<file path="src/bsa_pkg.sv">
// shared constants, payload structs and controller/datapath handshake types
package bsa_pkg;

    localparam int PAGE_BYTES = 4096;
    localparam int MAX_SLOTS  = 256;

    localparam int SIZE_W     = 13;
    localparam int ADDR_W     = 32;
    localparam int CFG_IDX_W  = 1;
    localparam int CFG_DATA_W = 32;

    localparam logic [CFG_IDX_W-1:0] CFG_OBJECT_SIZE  = CFG_IDX_W'(0);
    localparam logic [CFG_IDX_W-1:0] CFG_BASE_ADDRESS = CFG_IDX_W'(1);

    localparam logic [SIZE_W-1:0] RESET_OBJECT_SIZE  = SIZE_W'(16);
    localparam logic [ADDR_W-1:0] RESET_BASE_ADDRESS = '0;

    // bitmap is kept as words, one word examined per scan cycle
    localparam int WORD_W = (MAX_SLOTS >= 32) ? 32 : 8;
    localparam int NWORDS = (MAX_SLOTS + WORD_W - 1) / WORD_W;
    localparam int WPTR_W = (NWORDS > 1) ? $clog2(NWORDS) : 1;
    localparam int BIT_W  = $clog2(WORD_W);
    localparam int IDX_W  = WPTR_W + BIT_W;
    localparam int CNT_W  = IDX_W + 1;
    localparam int LIM_W  = $clog2(PAGE_BYTES + 1);
    localparam int DIV_W  = LIM_W;
    localparam int REM_W  = SIZE_W + 1;
    localparam int PROD_W = SIZE_W + CNT_W;
    localparam int DCNT_W = $clog2(DIV_W + 1);

    localparam logic MODE_ALLOC = 1'b0;
    localparam logic MODE_FREE  = 1'b1;

    localparam logic [1:0] ST_OK    = 2'd0;
    localparam logic [1:0] ST_FULL  = 2'd1;
    localparam logic [1:0] ST_RANGE = 2'd2;

    typedef struct packed {
        logic              mode;
        logic [ADDR_W-1:0] address;
    } in_item_t;

    typedef struct packed {
        logic [ADDR_W-1:0] slot_address;
        logic [1:0]        status;
    } out_item_t;

    typedef enum logic [2:0] {
        RES_NONE,
        RES_ALLOC_OK,
        RES_FREE_OK,
        RES_FULL,
        RES_RANGE
    } res_op_t;

    typedef struct packed {
        logic    in_load;
        logic    div_start;
        logic    div_for_count;
        logic    cnt_load;
        logic    lim_load;
        logic    scan_step;
        logic    prod_load;
        logic    rng_load;
        logic    bit_clr;
        logic    out_load;
        res_op_t res_op;
    } ctrl_cmd_t;

    typedef struct packed {
        logic new_mode;
        logic size_wr;
        logic div_done;
        logic scan_found;
        logic scan_last;
        logic in_range;
        logic out_free;
    } dp_sts_t;

endpackage

</file>
<file path="src/bitmap_slot_allocator_unit.sv">
// top level of the bitmap slot allocator: controller plus datapath
// One item is in work at a time. An allocate scans the used bitmap one 32-slot
// word per cycle (up to 8 words for 256 slots), then multiplies the slot index
// by the object size and adds the base; a free is range checked first and, if
// in range, runs the 13-step shared divider for offset / size. The controller
// goes back to idle, freeing the input side, in the cycle after a result is
// loaded into the output register. After reset and after an object_size write
// made while idle or during the count setup, the block computes the slot count
// with the same divider and holds s_ready low until it is done.
module bitmap_slot_allocator_unit (
    input  logic                          aclk,
    input  logic                          aresetn,
    input  logic                          cfg_we,
    input  logic [bsa_pkg::CFG_IDX_W-1:0] cfg_index,
    input  logic [bsa_pkg::CFG_DATA_W-1:0] cfg_wdata,
    input  logic                          s_valid,
    output logic                          s_ready,
    input  bsa_pkg::in_item_t             s_data,
    output logic                          m_valid,
    input  logic                          m_ready,
    output bsa_pkg::out_item_t            m_data
);
    import bsa_pkg::*;

    ctrl_cmd_t cmd;
    dp_sts_t   sts;

    bsa_ctrl u_ctrl (
        .aclk    (aclk),
        .aresetn (aresetn),
        .s_valid (s_valid),
        .s_ready (s_ready),
        .sts     (sts),
        .cmd     (cmd)
    );

    bsa_datapath u_dp (
        .aclk      (aclk),
        .aresetn   (aresetn),
        .cfg_we    (cfg_we),
        .cfg_index (cfg_index),
        .cfg_wdata (cfg_wdata),
        .s_data    (s_data),
        .m_ready   (m_ready),
        .m_valid   (m_valid),
        .m_data    (m_data),
        .cmd       (cmd),
        .sts       (sts)
    );

endmodule

</file>
<file path="src/bsa_divider.sv">
// iterative restoring divider, one quotient bit per cycle
module bsa_divider (
    input  logic                      aclk,
    input  logic                      aresetn,
    input  logic                      start,
    input  logic [bsa_pkg::DIV_W-1:0] dividend,
    input  logic [bsa_pkg::SIZE_W-1:0] divisor,
    output logic                      done,
    output logic [bsa_pkg::DIV_W-1:0] quotient
);
    import bsa_pkg::*;

    logic              busy_reg;
    logic              done_reg;
    logic [DCNT_W-1:0] cnt_reg;
    logic [REM_W-1:0]  rem_reg;
    logic [DIV_W-1:0]  quo_reg;

    logic [REM_W-1:0]  shift;
    logic [REM_W-1:0]  diff;
    logic              ge;

    always_comb begin
        shift = {rem_reg[REM_W-2:0], quo_reg[DIV_W-1]};
        ge    = shift >= {1'b0, divisor};
        diff  = shift - {1'b0, divisor};
    end

    always_ff @(posedge aclk) begin
        if (!aresetn) begin
            busy_reg <= 1'b0;
            done_reg <= 1'b0;
            cnt_reg  <= '0;
        end else begin
            done_reg <= 1'b0;
            if (start) begin
                busy_reg <= 1'b1;
                cnt_reg  <= DCNT_W'(DIV_W);
            end else if (busy_reg) begin
                cnt_reg <= cnt_reg - DCNT_W'(1);
                if (cnt_reg == DCNT_W'(1)) begin
                    busy_reg <= 1'b0;
                    done_reg <= 1'b1;
                end
            end
        end
    end

    always_ff @(posedge aclk) begin
        if (start) begin
            rem_reg <= '0;
            quo_reg <= dividend;
        end else if (busy_reg) begin
            rem_reg <= ge ? diff : shift;
            quo_reg <= {quo_reg[DIV_W-2:0], ge};
        end
    end

    assign done     = done_reg;
    assign quotient = quo_reg;

endmodule

</file>
<file path="src/bsa_datapath.sv">
// registers, used bitmap, word scan, multiplier, range check and output register
module bsa_datapath (
    input  logic                          aclk,
    input  logic                          aresetn,
    input  logic                          cfg_we,
    input  logic [bsa_pkg::CFG_IDX_W-1:0] cfg_index,
    input  logic [bsa_pkg::CFG_DATA_W-1:0] cfg_wdata,
    input  bsa_pkg::in_item_t             s_data,
    input  logic                          m_ready,
    output logic                          m_valid,
    output bsa_pkg::out_item_t            m_data,
    input  bsa_pkg::ctrl_cmd_t            cmd,
    output bsa_pkg::dp_sts_t              sts
);
    import bsa_pkg::*;

    logic [SIZE_W-1:0] size_reg;
    logic [ADDR_W-1:0] base_reg;
    in_item_t          in_reg;
    logic [CNT_W-1:0]  cnt_reg;
    logic [LIM_W-1:0]  limit_reg;
    logic [PROD_W-1:0] prod_reg;
    logic [WPTR_W-1:0] wptr_reg;
    logic [IDX_W-1:0]  idx_reg;
    logic [DIV_W-1:0]  off_reg;
    logic              in_range_reg;
    logic [ADDR_W-1:0] res_addr_reg;
    logic [1:0]        res_status_reg;
    logic              out_valid_reg;
    out_item_t         out_data_reg;
    logic [WORD_W-1:0] map_reg [NWORDS];

    logic [DIV_W-1:0]  dividend;
    logic              div_done;
    logic [DIV_W-1:0]  quotient;
    logic [CNT_W-1:0]  cnt_next;
    logic [CNT_W-1:0]  mul_b;
    logic [PROD_W-1:0] mul_res;
    logic [WORD_W-1:0] word;
    logic [WORD_W-1:0] mask;
    logic [WORD_W-1:0] free_bits;
    logic              found;
    logic [BIT_W-1:0]  fbit;
    logic              scan_last;
    logic [ADDR_W-1:0] offset;
    logic [IDX_W-1:0]  clr_idx;

    // configuration registers
    always_ff @(posedge aclk) begin
        if (!aresetn) begin
            size_reg <= RESET_OBJECT_SIZE;
            base_reg <= RESET_BASE_ADDRESS;
        end else if (cfg_we) begin
            case (cfg_index)
                CFG_OBJECT_SIZE:  size_reg <= cfg_wdata[SIZE_W-1:0];
                CFG_BASE_ADDRESS: base_reg <= cfg_wdata[ADDR_W-1:0];
                default: ;
            endcase
        end
    end

    assign dividend = cmd.div_for_count ? DIV_W'(PAGE_BYTES) : off_reg;

    bsa_divider u_div (
        .aclk     (aclk),
        .aresetn  (aresetn),
        .start    (cmd.div_start),
        .dividend (dividend),
        .divisor  (size_reg),
        .done     (div_done),
        .quotient (quotient)
    );

    // slot count: zero size gives no slots, large counts are capped
    always_comb begin
        if (size_reg == '0) begin
            cnt_next = '0;
        end else if (32'(quotient) > 32'(MAX_SLOTS)) begin
            cnt_next = CNT_W'(MAX_SLOTS);
        end else begin
            cnt_next = CNT_W'(quotient);
        end
    end

    assign mul_b   = cmd.lim_load ? cnt_reg : CNT_W'(idx_reg);
    assign mul_res = PROD_W'(size_reg) * PROD_W'(mul_b);

    // current bitmap word, masked to slots below the count
    always_comb begin
        word = map_reg[wptr_reg];
        for (int j = 0; j < WORD_W; j++) begin
            mask[j] = CNT_W'({wptr_reg, BIT_W'(j)}) < cnt_reg;
        end
        free_bits = ~word & mask;
        found     = |free_bits;
        fbit      = '0;
        for (int j = WORD_W - 1; j >= 0; j--) begin
            if (free_bits[j]) begin
                fbit = BIT_W'(j);
            end
        end
    end

    assign scan_last = wptr_reg == WPTR_W'(NWORDS - 1);
    assign offset    = in_reg.address - base_reg;
    assign clr_idx   = IDX_W'(quotient);

    always_ff @(posedge aclk) begin
        if (cmd.in_load) begin
            in_reg <= s_data;
        end
        if (cmd.cnt_load) begin
            cnt_reg <= cnt_next;
        end
        if (cmd.lim_load) begin
            limit_reg <= LIM_W'(mul_res);
        end
        if (cmd.prod_load) begin
            prod_reg <= mul_res;
        end
        if (cmd.in_load) begin
            wptr_reg <= '0;
        end else if (cmd.scan_step && !found && !scan_last) begin
            wptr_reg <= wptr_reg + WPTR_W'(1);
        end
        if (cmd.scan_step && found) begin
            idx_reg <= {wptr_reg, fbit};
        end
        if (cmd.rng_load) begin
            off_reg      <= DIV_W'(offset);
            in_range_reg <= offset < ADDR_W'(limit_reg);
        end
        case (cmd.res_op)
            RES_ALLOC_OK: begin
                res_addr_reg   <= base_reg + ADDR_W'(prod_reg);
                res_status_reg <= ST_OK;
            end
            RES_FREE_OK: begin
                res_addr_reg   <= '0;
                res_status_reg <= ST_OK;
            end
            RES_FULL: begin
                res_addr_reg   <= '0;
                res_status_reg <= ST_FULL;
            end
            RES_RANGE: begin
                res_addr_reg   <= '0;
                res_status_reg <= ST_RANGE;
            end
            default: ;
        endcase
        if (cmd.out_load) begin
            out_data_reg.slot_address <= res_addr_reg;
            out_data_reg.status       <= res_status_reg;
        end
    end

    // used bitmap, cleared at reset
    always_ff @(posedge aclk) begin
        if (!aresetn) begin
            for (int w = 0; w < NWORDS; w++) begin
                map_reg[w] <= '0;
            end
        end else if (cmd.scan_step && found) begin
            map_reg[wptr_reg][fbit] <= 1'b1;
        end else if (cmd.bit_clr) begin
            map_reg[clr_idx[IDX_W-1:BIT_W]][clr_idx[BIT_W-1:0]] <= 1'b0;
        end
    end

    always_ff @(posedge aclk) begin
        if (!aresetn) begin
            out_valid_reg <= 1'b0;
        end else if (cmd.out_load) begin
            out_valid_reg <= 1'b1;
        end else if (m_ready) begin
            out_valid_reg <= 1'b0;
        end
    end

    assign m_valid = out_valid_reg;
    assign m_data  = out_data_reg;

    always_comb begin
        sts.new_mode   = s_data.mode;
        sts.size_wr    = cfg_we && (cfg_index == CFG_OBJECT_SIZE);
        sts.div_done   = div_done;
        sts.scan_found = found;
        sts.scan_last  = scan_last;
        sts.in_range   = in_range_reg;
        sts.out_free   = !out_valid_reg || m_ready;
    end

    a_load_free: assert property (@(posedge aclk) disable iff (!aresetn)
        cmd.out_load |-> (!out_valid_reg || m_ready))
        else $error("output register overwritten while an item waits");

    a_cnt_cap: assert property (@(posedge aclk) disable iff (!aresetn)
        cmd.lim_load |-> (cnt_reg <= CNT_W'(MAX_SLOTS)))
        else $error("slot count above the slot capacity");

    a_found_in_count: assert property (@(posedge aclk) disable iff (!aresetn)
        (cmd.scan_step && found) |-> (CNT_W'({wptr_reg, fbit}) < cnt_reg))
        else $error("allocated slot beyond the slot count");

endmodule

</file>
<file path="src/bsa_ctrl.sv">
// controller state machine sequencing count setup, allocate and free
module bsa_ctrl (
    input  logic                 aclk,
    input  logic                 aresetn,
    input  logic                 s_valid,
    output logic                 s_ready,
    input  bsa_pkg::dp_sts_t     sts,
    output bsa_pkg::ctrl_cmd_t   cmd
);
    import bsa_pkg::*;

    typedef enum logic [3:0] {
        S_CNT_GO,
        S_CNT_WAIT,
        S_CNT_SET,
        S_CNT_LIM,
        S_IDLE,
        S_SCAN,
        S_MUL,
        S_ADD,
        S_FREE_CHK,
        S_FREE_RNG,
        S_FREE_WAIT,
        S_FREE_CLR,
        S_DONE
    } state_t;

    state_t state_reg;
    state_t state_next;

    always_comb begin
        state_next = state_reg;
        cmd        = '0;
        cmd.res_op = RES_NONE;
        s_ready    = 1'b0;
        case (state_reg)
            S_CNT_GO: begin
                cmd.div_start     = 1'b1;
                cmd.div_for_count = 1'b1;
                if (!sts.size_wr) begin
                    state_next = S_CNT_WAIT;
                end
            end
            S_CNT_WAIT: begin
                if (sts.size_wr) begin
                    state_next = S_CNT_GO;
                end else if (sts.div_done) begin
                    state_next = S_CNT_SET;
                end
            end
            S_CNT_SET: begin
                cmd.cnt_load = 1'b1;
                state_next   = sts.size_wr ? S_CNT_GO : S_CNT_LIM;
            end
            S_CNT_LIM: begin
                cmd.lim_load = 1'b1;
                state_next   = sts.size_wr ? S_CNT_GO : S_IDLE;
            end
            S_IDLE: begin
                if (sts.size_wr) begin
                    state_next = S_CNT_GO;
                end else begin
                    s_ready = 1'b1;
                    if (s_valid) begin
                        cmd.in_load = 1'b1;
                        state_next  = (sts.new_mode == MODE_FREE) ? S_FREE_CHK : S_SCAN;
                    end
                end
            end
            S_SCAN: begin
                cmd.scan_step = 1'b1;
                if (sts.scan_found) begin
                    state_next = S_MUL;
                end else if (sts.scan_last) begin
                    cmd.res_op = RES_FULL;
                    state_next = S_DONE;
                end
            end
            S_MUL: begin
                cmd.prod_load = 1'b1;
                state_next    = S_ADD;
            end
            S_ADD: begin
                cmd.res_op = RES_ALLOC_OK;
                state_next = S_DONE;
            end
            S_FREE_CHK: begin
                cmd.rng_load = 1'b1;
                state_next   = S_FREE_RNG;
            end
            S_FREE_RNG: begin
                if (sts.in_range) begin
                    cmd.div_start = 1'b1;
                    state_next    = S_FREE_WAIT;
                end else begin
                    cmd.res_op = RES_RANGE;
                    state_next = S_DONE;
                end
            end
            S_FREE_WAIT: begin
                if (sts.div_done) begin
                    state_next = S_FREE_CLR;
                end
            end
            S_FREE_CLR: begin
                cmd.bit_clr = 1'b1;
                cmd.res_op  = RES_FREE_OK;
                state_next  = S_DONE;
            end
            S_DONE: begin
                if (sts.out_free) begin
                    cmd.out_load = 1'b1;
                    state_next   = S_IDLE;
                end
            end
            default: begin
                state_next = S_CNT_GO;
            end
        endcase
    end

    // slot count is worked out again after reset
    always_ff @(posedge aclk) begin
        if (!aresetn) begin
            state_reg <= S_CNT_GO;
        end else begin
            state_reg <= state_next;
        end
    end

    a_div_done_wait: assert property (@(posedge aclk) disable iff (!aresetn)
        sts.div_done |-> (state_reg == S_CNT_WAIT || state_reg == S_FREE_WAIT ||
                          state_reg == S_CNT_GO))
        else $error("divider finished outside a wait state");

    a_take_dispatch: assert property (@(posedge aclk) disable iff (!aresetn)
        (s_valid && s_ready) |=> (state_reg == S_SCAN || state_reg == S_FREE_CHK))
        else $error("accepted item not dispatched");

    a_scan_entry: assert property (@(posedge aclk) disable iff (!aresetn)
        (state_reg == S_SCAN) |-> ($past(state_reg) == S_IDLE || $past(state_reg) == S_SCAN))
        else $error("scan entered from an unexpected state");

endmodule

</file>
<file path="config.mk">
export PLATFORM = sky130hd
export DESIGN_NAME = bitmap_slot_allocator_unit
export DESIGN_NICKNAME = d
export VERILOG_FILES = /design/src/bsa_pkg.sv /design/src/bitmap_slot_allocator_unit.sv /design/src/bsa_divider.sv /design/src/bsa_datapath.sv /design/src/bsa_ctrl.sv
export SDC_FILE = /design/constraint.sdc
export NUM_CORES = 1
export LEC_CHECK = 0
export ABC_CLOCK_PERIOD_IN_PS = 9500
export BUFFER_PORTS_ARGS = -buffer_cell sky130_fd_sc_hd__buf_2
export CORE_UTILIZATION = 43
export CTS_CLUSTER_DIAMETER = 30
export DETAILED_ROUTE_END_ITERATION = 8
export HOLD_SLACK_MARGIN = 0.08
export MAX_ROUTING_LAYER = met4
export SYNTH_ARGS = -nofsm -noshare
export SYNTH_HDL_FRONTEND = slang
export SYNTH_SLANG_ARGS = --single-unit
</file>
<file path="constraint.sdc">
create_clock -name aclk -period 9.5 [get_ports aclk]
set_clock_uncertainty 0.05 [all_clocks]
set_input_delay 0.475 -clock aclk [delete_from_list [all_inputs] [get_ports aclk]]
set_output_delay 0.475 -clock aclk [all_outputs]
set_load 0.01 [all_outputs]
</file>
; Word-level counts from Yosys, hierarchy flattened
; Memories as Yosys holds them, arrays and structs flattened. A register that Yosys moved wholly into a read port is not among the register bits.
; Cells that the tools add are included.
[totals]
mem_bits_rw = 256
elab_cells = 228
latchBits = 0
mem_count = 1
reg_bits = 251
output_inout_bits = 36
input_bits = 71
mem_bits_ro = 0
[op_classes]
n_mul = 1
shifts = 0
order_cmp = 39
addsub = 5
n_reduce_logical = 28
div = 0
bitwise_logic = 5
eq_ne = 24
muxes = 102
[mem_list]
columns = memory, words, width, rd, rd_clocked_by_memory_dff, wr, line
row1 = u_dp.map_reg, 8, 32, 1, 1, 8, bsa_datapath.sv:31  ; logic [WORD_W-1:0] map_reg [NWORDS];
[ops]
columns = cell, count
row1 = < comparator 8 x 9 -> 1 bit, 32
row2 = two-way mux 32 bit, 6
row3 = two-way mux 5 bit, 32
row4 = OR reduction 32 bit, 3
row5 = one-hot mux 32 bit (2 select lines), 1
row6 = two-way mux 13 bit, 4
row7 = two-way mux 4 bit, 12
row8 = one-hot mux 4 bit (12 select lines), 1
row9 = adder 32 x 22 -> 32 bit, 1
row10 = AND 32 bit, 1
row11 = < comparator 32 x 13 -> 1 bit, 1
row12 = NOT 32 bit, 1
row13 = subtractor 32 bit, 1
row14 = two-way mux 1 bit, 29
row15 = two-way mux 3 bit, 8
row16 = multiplier 13 x 9 -> 22 bit, 1
row17 = equality test 4 bit (second input constant), 5
row18 = two-way mux 9 bit, 2
row19 = equality test 4 x 3 -> 1 bit (second input constant), 4
row20 = >= comparator 14 x 13 -> 1 bit, 1
row21 = greater-than comparator 13 x 9 -> 1 bit (second input constant), 1
row22 = logical NOT 13 bit, 1
row23 = subtractor 13 bit, 1
row24 = < comparator 5 x 6 -> 1 bit (second input constant), 2
row25 = 28 further kinds, 53

; Longest topological paths before layout
[depth]
ltp_word = 42
depth_mapped = 26
depth_no_buf = 25

; Hierarchy
; A second synthesis with hierarchy kept.
[hier_totals]
hier_cells = 3071
area_unflattened_um2 = 31770.5
[by_module_without_submodules]
columns = module, seq_area_each_um2, cells_per_inst, instances, area_each_um2
row1 = bsa_datapath, 13713.2, 2749, 1, 28967.8
row2 = bsa_divider, 770.7, 240, 1, 2235.9
row3 = bsa_ctrl, 80.1, 82, 1, 566.8

; Worst setup path after synthesis
; Ideal clock, no wire load.
[synth_path]
kind = register to register
start = register u_ctrl.state_reg[1]
end = register u_dp.prod_reg[21] (data pin)
period_less_slack_ns = 6.460
stages_incl_launch_ff = 23
setup_ns = 0.260
path_buffers = 2
arrival_ns = 6.150
path_slack_ns = 3.040
required_ns = 9.190
cell_sequence = dfxtp_1 clkbuf_1 nand2b_1 nor2_1 mux2_2 clkbuf_1 nand2_1 fa_1 inv_1 fa_1 fa_1 fa_1 ha_1 and2_1 o21ai_0 inv_1 a31o_2 nor2b_1 o31ai_1 o21ai_0 nand2b_1 a21oi_1 xnor2_1
[synth_via]
elab_chain_len = 4
[synth_lines]
columns = element, line
row1 = start: declaration, bsa_ctrl.sv:28  ; state_t state_reg;
row2 = start signal: assignment, bsa_ctrl.sv:127  ; state_reg <= state_next;
row3 = equality test 4 x 2 -> 1 bit, bsa_ctrl.sv:36  ; case (state_reg)
row4 = two-way mux 1 bit, bsa_ctrl.sv:36
row5 = two-way mux 9 bit, bsa_datapath.sv:85  ; assign mul_b = cmd.lim_load ? cnt_reg : CNT_W'(idx_reg);
row6 = multiplier 13 x 9 -> 22 bit, bsa_datapath.sv:86  ; assign mul_res = PROD_W'(size_reg) * PROD_W'(mul_b);
row7 = via u_dp.mul_res[21], bsa_datapath.sv:38  ; logic [PROD_W-1:0] mul_res;
row8 = end signal: assignment, bsa_datapath.sv:119  ; prod_reg <= mul_res;
row9 = end: declaration, bsa_datapath.sv:22  ; logic [PROD_W-1:0] prod_reg;
; The timed path passes the listed nets, and every way through them passes these cells.
; A chain may end at the register's enable or synchronous reset.

; Worst setup path after layout
; Ends and elaborated chain as after synthesis.

==> metrics.md <==
| Metric | Value |
|---|---|
| Status | finished clean |
| I/O Buffers | 106 |
| Worst flop-to-flop path startpoint | u_ctrl.state_reg[1] |
| Pleak | 13.6 nW |
| Main synth FF type | edfxtp_1 |
| Antenna Violating Nets Remaining | 0 |
| Core area | 70,300 µm² |
| CTS resizes | 0 |
| Syn Inst Count | 2,892 |
| Die Ht | 269 µm |
| Fin crit period | 6780 ps |
| Setup slack, reg-to-reg | 2720 ps |
| NetSw | 0.00308 W |
| Final setup TNS | 0 ps |
| Slowest-stage cell, CP | mux2i_1 |
| Max FO, Critical Path | 21 |
| Seq pwr share | 31.8% |
| Drt wl/cell | 22.5 µm |
| Max H-tree Level | 3 |
| # placed instances | 3,786 |
| Clk pwr share | 42.1% |
| Crit. End Element | flop |
| Reg2reg end | u_dp.prod_reg[21] |
| Yosys warning total | 0 |
| CTS tree | done |
| Cells along the critical path | nand2b_1 -> nor2_2 -> buf_4 -> mux2i_1 -> nand2b_1 -> fa_1 -> fa_1 -> inv_1 -> fa_1 -> fa_1 -> ha_1 -> o21ai_0 -> o21ai_0 -> a31o_2 -> nor2b_1 -> o31ai_1 -> o21ai_0 -> nand2b_1 -> a21oi_1 -> xnor2_1 |
| Final nets | 3,299 |
| Tightest Pin Transition | 1260 ps |
| Synth unique cells | 105 |
| Top delay family on crit path | adder cells |
| Switching fraction of total power | 33.7% |
| # fillers | 6,093 |
| Final std cells w/o fill | 4,054 |
| Max reg flops | 256 |
| Vias in the first global route | 23,700 |
| All-Layer GR Usage | 26.0% |
| Most frequent CP cell | fa_1 |
| Finished Cell Area | 36,300 µm² |
| Remaining Overflow, GRT | 0 |
| Internal | 0.00607 W |
| Clock Pin Slew Worst Setup and Hold Paths | 50 ps |
| Max-Slew Margin vs Limit | 15.5% |
| Hold path start | m_ready |
| DP Wirelength | 60,000 µm |
| Worst min path class | input port to flop |
| EDFF count, synth | 435 |
| Worst path required time | 9870 ps |
| Final WL | 91,100 µm |
| Drt pass-1 iters | 6 |
| Starting Density | 43.6% |
| P&R area growth vs syn | 18.3% |
| Final period utilization | 71.4% |
| Post-DP Area | 31,800 µm² |
| Multi-input logic area | 14,600 µm² |
| Critical path arrival | 7150 ps |
| Via Count | 23,600 |
| Drt initial violations | 2,047 |
| Final Wtd Congestion | 0.953 |
| FMAX | 0.147 GHz |
| Max cap viols | 0 |
| Most frequent cells in the layout | edfxtp_1 (435), nor2_1 (397), nand2_1 (240) |
| Hold EP | u_dp.m_valid |
| Post-Syn Area | 30,700 µm² |
| Core Rows | 97 |
| CTS Buffer Depth | 3 |
| Crit path largest cell delay | 930 ps |
| # setup viols final | 0 |
| Clock sinks | 510 |
| Post-synth ARST share | 0% |
| Initial antenna violation count | 2 |
| Seq/Total Area, Yosys | 47.5% |
| Mean Syn Cell Area | 10.6 µm² |
| Via density | 5.82 |
| Clk Latency, worst-skew pair | 680 ps |
| Sum of buffers and inverters on the critical path | 2 |
| Worst r2r path cells | 20 |
| DRC | 0 |
| Postcts setup bufs | 0 |
| Place WS | 2740 ps |
| Startpoint types | flop |
| Largest net degree at the start of global routing | 132 |
| Max rail drop VDD | 0.175 mV |
| Critical path class | flop to flop |
| Layout cells sized above 1 | 15.4% |
| Root Buffer | clkbuf_16 |
| CTS Buf Count | 107 |
| Commonest non-fill, non-tap cell in the layout | edfxtp_1 |
| Synth Register Bits | 510 |
| Post-route setup slack | 2720 ps |
| I/O Pins | 107 |
| Syn nets | 3,172 |
| Area of the die | 72,400 µm² |
| Hold_ws | 171 ps |
| Max-slew violation count | 0 |
| Final hold violation count | 0 |
| Hold-critical path depth | 4 |
| First-pass GRT wire length | 137,000 µm |
| RSZ-0062 raised after global routing | false |
| Comb power frac | 26.1% |
| Register area | 14,600 µm² |
| Die W | 269 µm |
| Power Dens Cells | 252 nW/µm² |
metrics by stage:
stage,total power [W],util (%)
2_1_floorplan,0.00452,-
3_3_place_gp,0.00523,45.3
3_5_place_dp,0.00528,45.3
4_1_cts,0.00917,51.6
5_1_grt,0.00951,51.6
6_report,0.00915,51.6
worst min-delay path, stage by stage:
cell and delay, ps:
buf_2 90, nor2b_1 100, nor2_1 120, nor2_1 40
timing repair:
item | in CTS | in global routing
hold buffers | 64 | 0
endpoints found under the setup margin | 0 | 0
endpoints found under the hold margin | 77 | 0
logic make-up (layout without fill, tap and decap cells):
logic type | count (synthesis) | in the layout | synth area share, %
AOI/OAI and AO/OA | 692 | 692 | 14.1
xor gates and xnor gates | 67 | 67 | 1.91
adders and majority gates | 209 | 209 | 10.5
buffers and inverters | 361 | 581 | 4.91
DFF | 510 | 510 | 47.5
muxes | 129 | 129 | 6.79
other | 0 | 2 | 0
and+or+nand+nor | 924 | 924 | 14.3
worst max path at each step:
| stage | start | to | slack [ps] | depth (start not counted) |
|---|---|---|---|---|
| after CTS | u_ctrl.state_reg[1] | u_dp.prod_reg[21] | 2770 | 20 |
| after floorplan | u_ctrl.state_reg[1] | u_dp.prod_reg[21] | 3040 | 22 |
| final | u_ctrl.state_reg[1] | u_dp.prod_reg[21] | 2720 | 20 |
| after global routing | u_ctrl.state_reg[1] | u_dp.prod_reg[18] | 2270 | 21 |
| after global placement | u_ctrl.state_reg[1] | u_dp.prod_reg[21] | 2900 | 20 |
| after detailed placement | u_ctrl.state_reg[1] | u_dp.prod_reg[21] | 2740 | 20 |
power by group through the flow:
stage	registers, W	clock network, W	logic, W
3_5_place_dp	0.00295	0	0.00234
3_3_place_gp	0.00294	0	0.00229
5_1_grt	0.00293	0.00400	0.00258
2_1_floorplan	0.00275	0	0.00178
6_report	0.00291	0.00386	0.00239
4_1_cts	0.00291	0.00389	0.00237
area by class of cell:
| class | instances | share of cell area (%) |
|---|---|---|
| multi-input combinational | 2021 | 40.4 |
| sequential | 510 | 40.2 |
| clock buffer | 119 | 7.56 |
| timing repair buffer | 202 | 3.91 |
| tap | 940 | 3.24 |
| clock inverter | 83 | 2.87 |
| inverter | 177 | 1.83 |
| antenna | 2 | 0.0138 |
routing by layer:
| metal | GRT usage (%) | share of wire (%) | up-vias |
|---|---|---|---|
| li1 | - | - | 10700 |
| met1 | 32.4 | 41 | 11700 |
| met2 | 40.8 | 47 | 951 |
| met3 | 5.11 | 7.6 | 248 |
| met4 | 12.0 | 4.2 | 0 |
| met5 | - | 0 | - |
cells in the mapped netlist, types with 6 or more instances:
cell      count  area share, %
buf_2        23           0.38
clkbuf_1    136            1.7
nand3b_1     11           0.27
a31o_2        8           0.23
mux2i_1      46            1.5
nand3_1      29           0.47
nor2b_1      23           0.47
buf_4         9           0.22
a211oi_1     14           0.34
nand2_1     241            3.0
o21a_4        7           0.34
nand2b_1     29           0.59
or3_1        10           0.20
o21ai_1      90            1.5
and2_1       32           0.65
inv_1       176            2.2
dfxtp_1      75            4.9
nor2_1      398            4.9
nand4_1      16           0.33
a22o_1       12           0.34
nand3_2       9           0.29
edfxtp_1    435             43
xor2_1       27           0.77
xnor2_1      40            1.1
nor3_1       48           0.78
mux2_2       21           0.77
nor3b_1       7           0.17
a31oi_1      12           0.24
o21ai_0     236            3.9
a21oi_1     131            2.1
fa_1         81            5.3
o21a_1       33           0.81
nand3_4       8           0.46
a21o_1       33           0.81
buf_6        10           0.37
nor4_1       11           0.22
o32ai_1       7           0.20
ha_1        128            5.2
and3_1       16           0.33
o211ai_1     17           0.42
o31ai_1       6           0.15
mux4_2       61            4.5
or4_1         6           0.15
No activity file was read; power rests on OpenSTA's default activity.
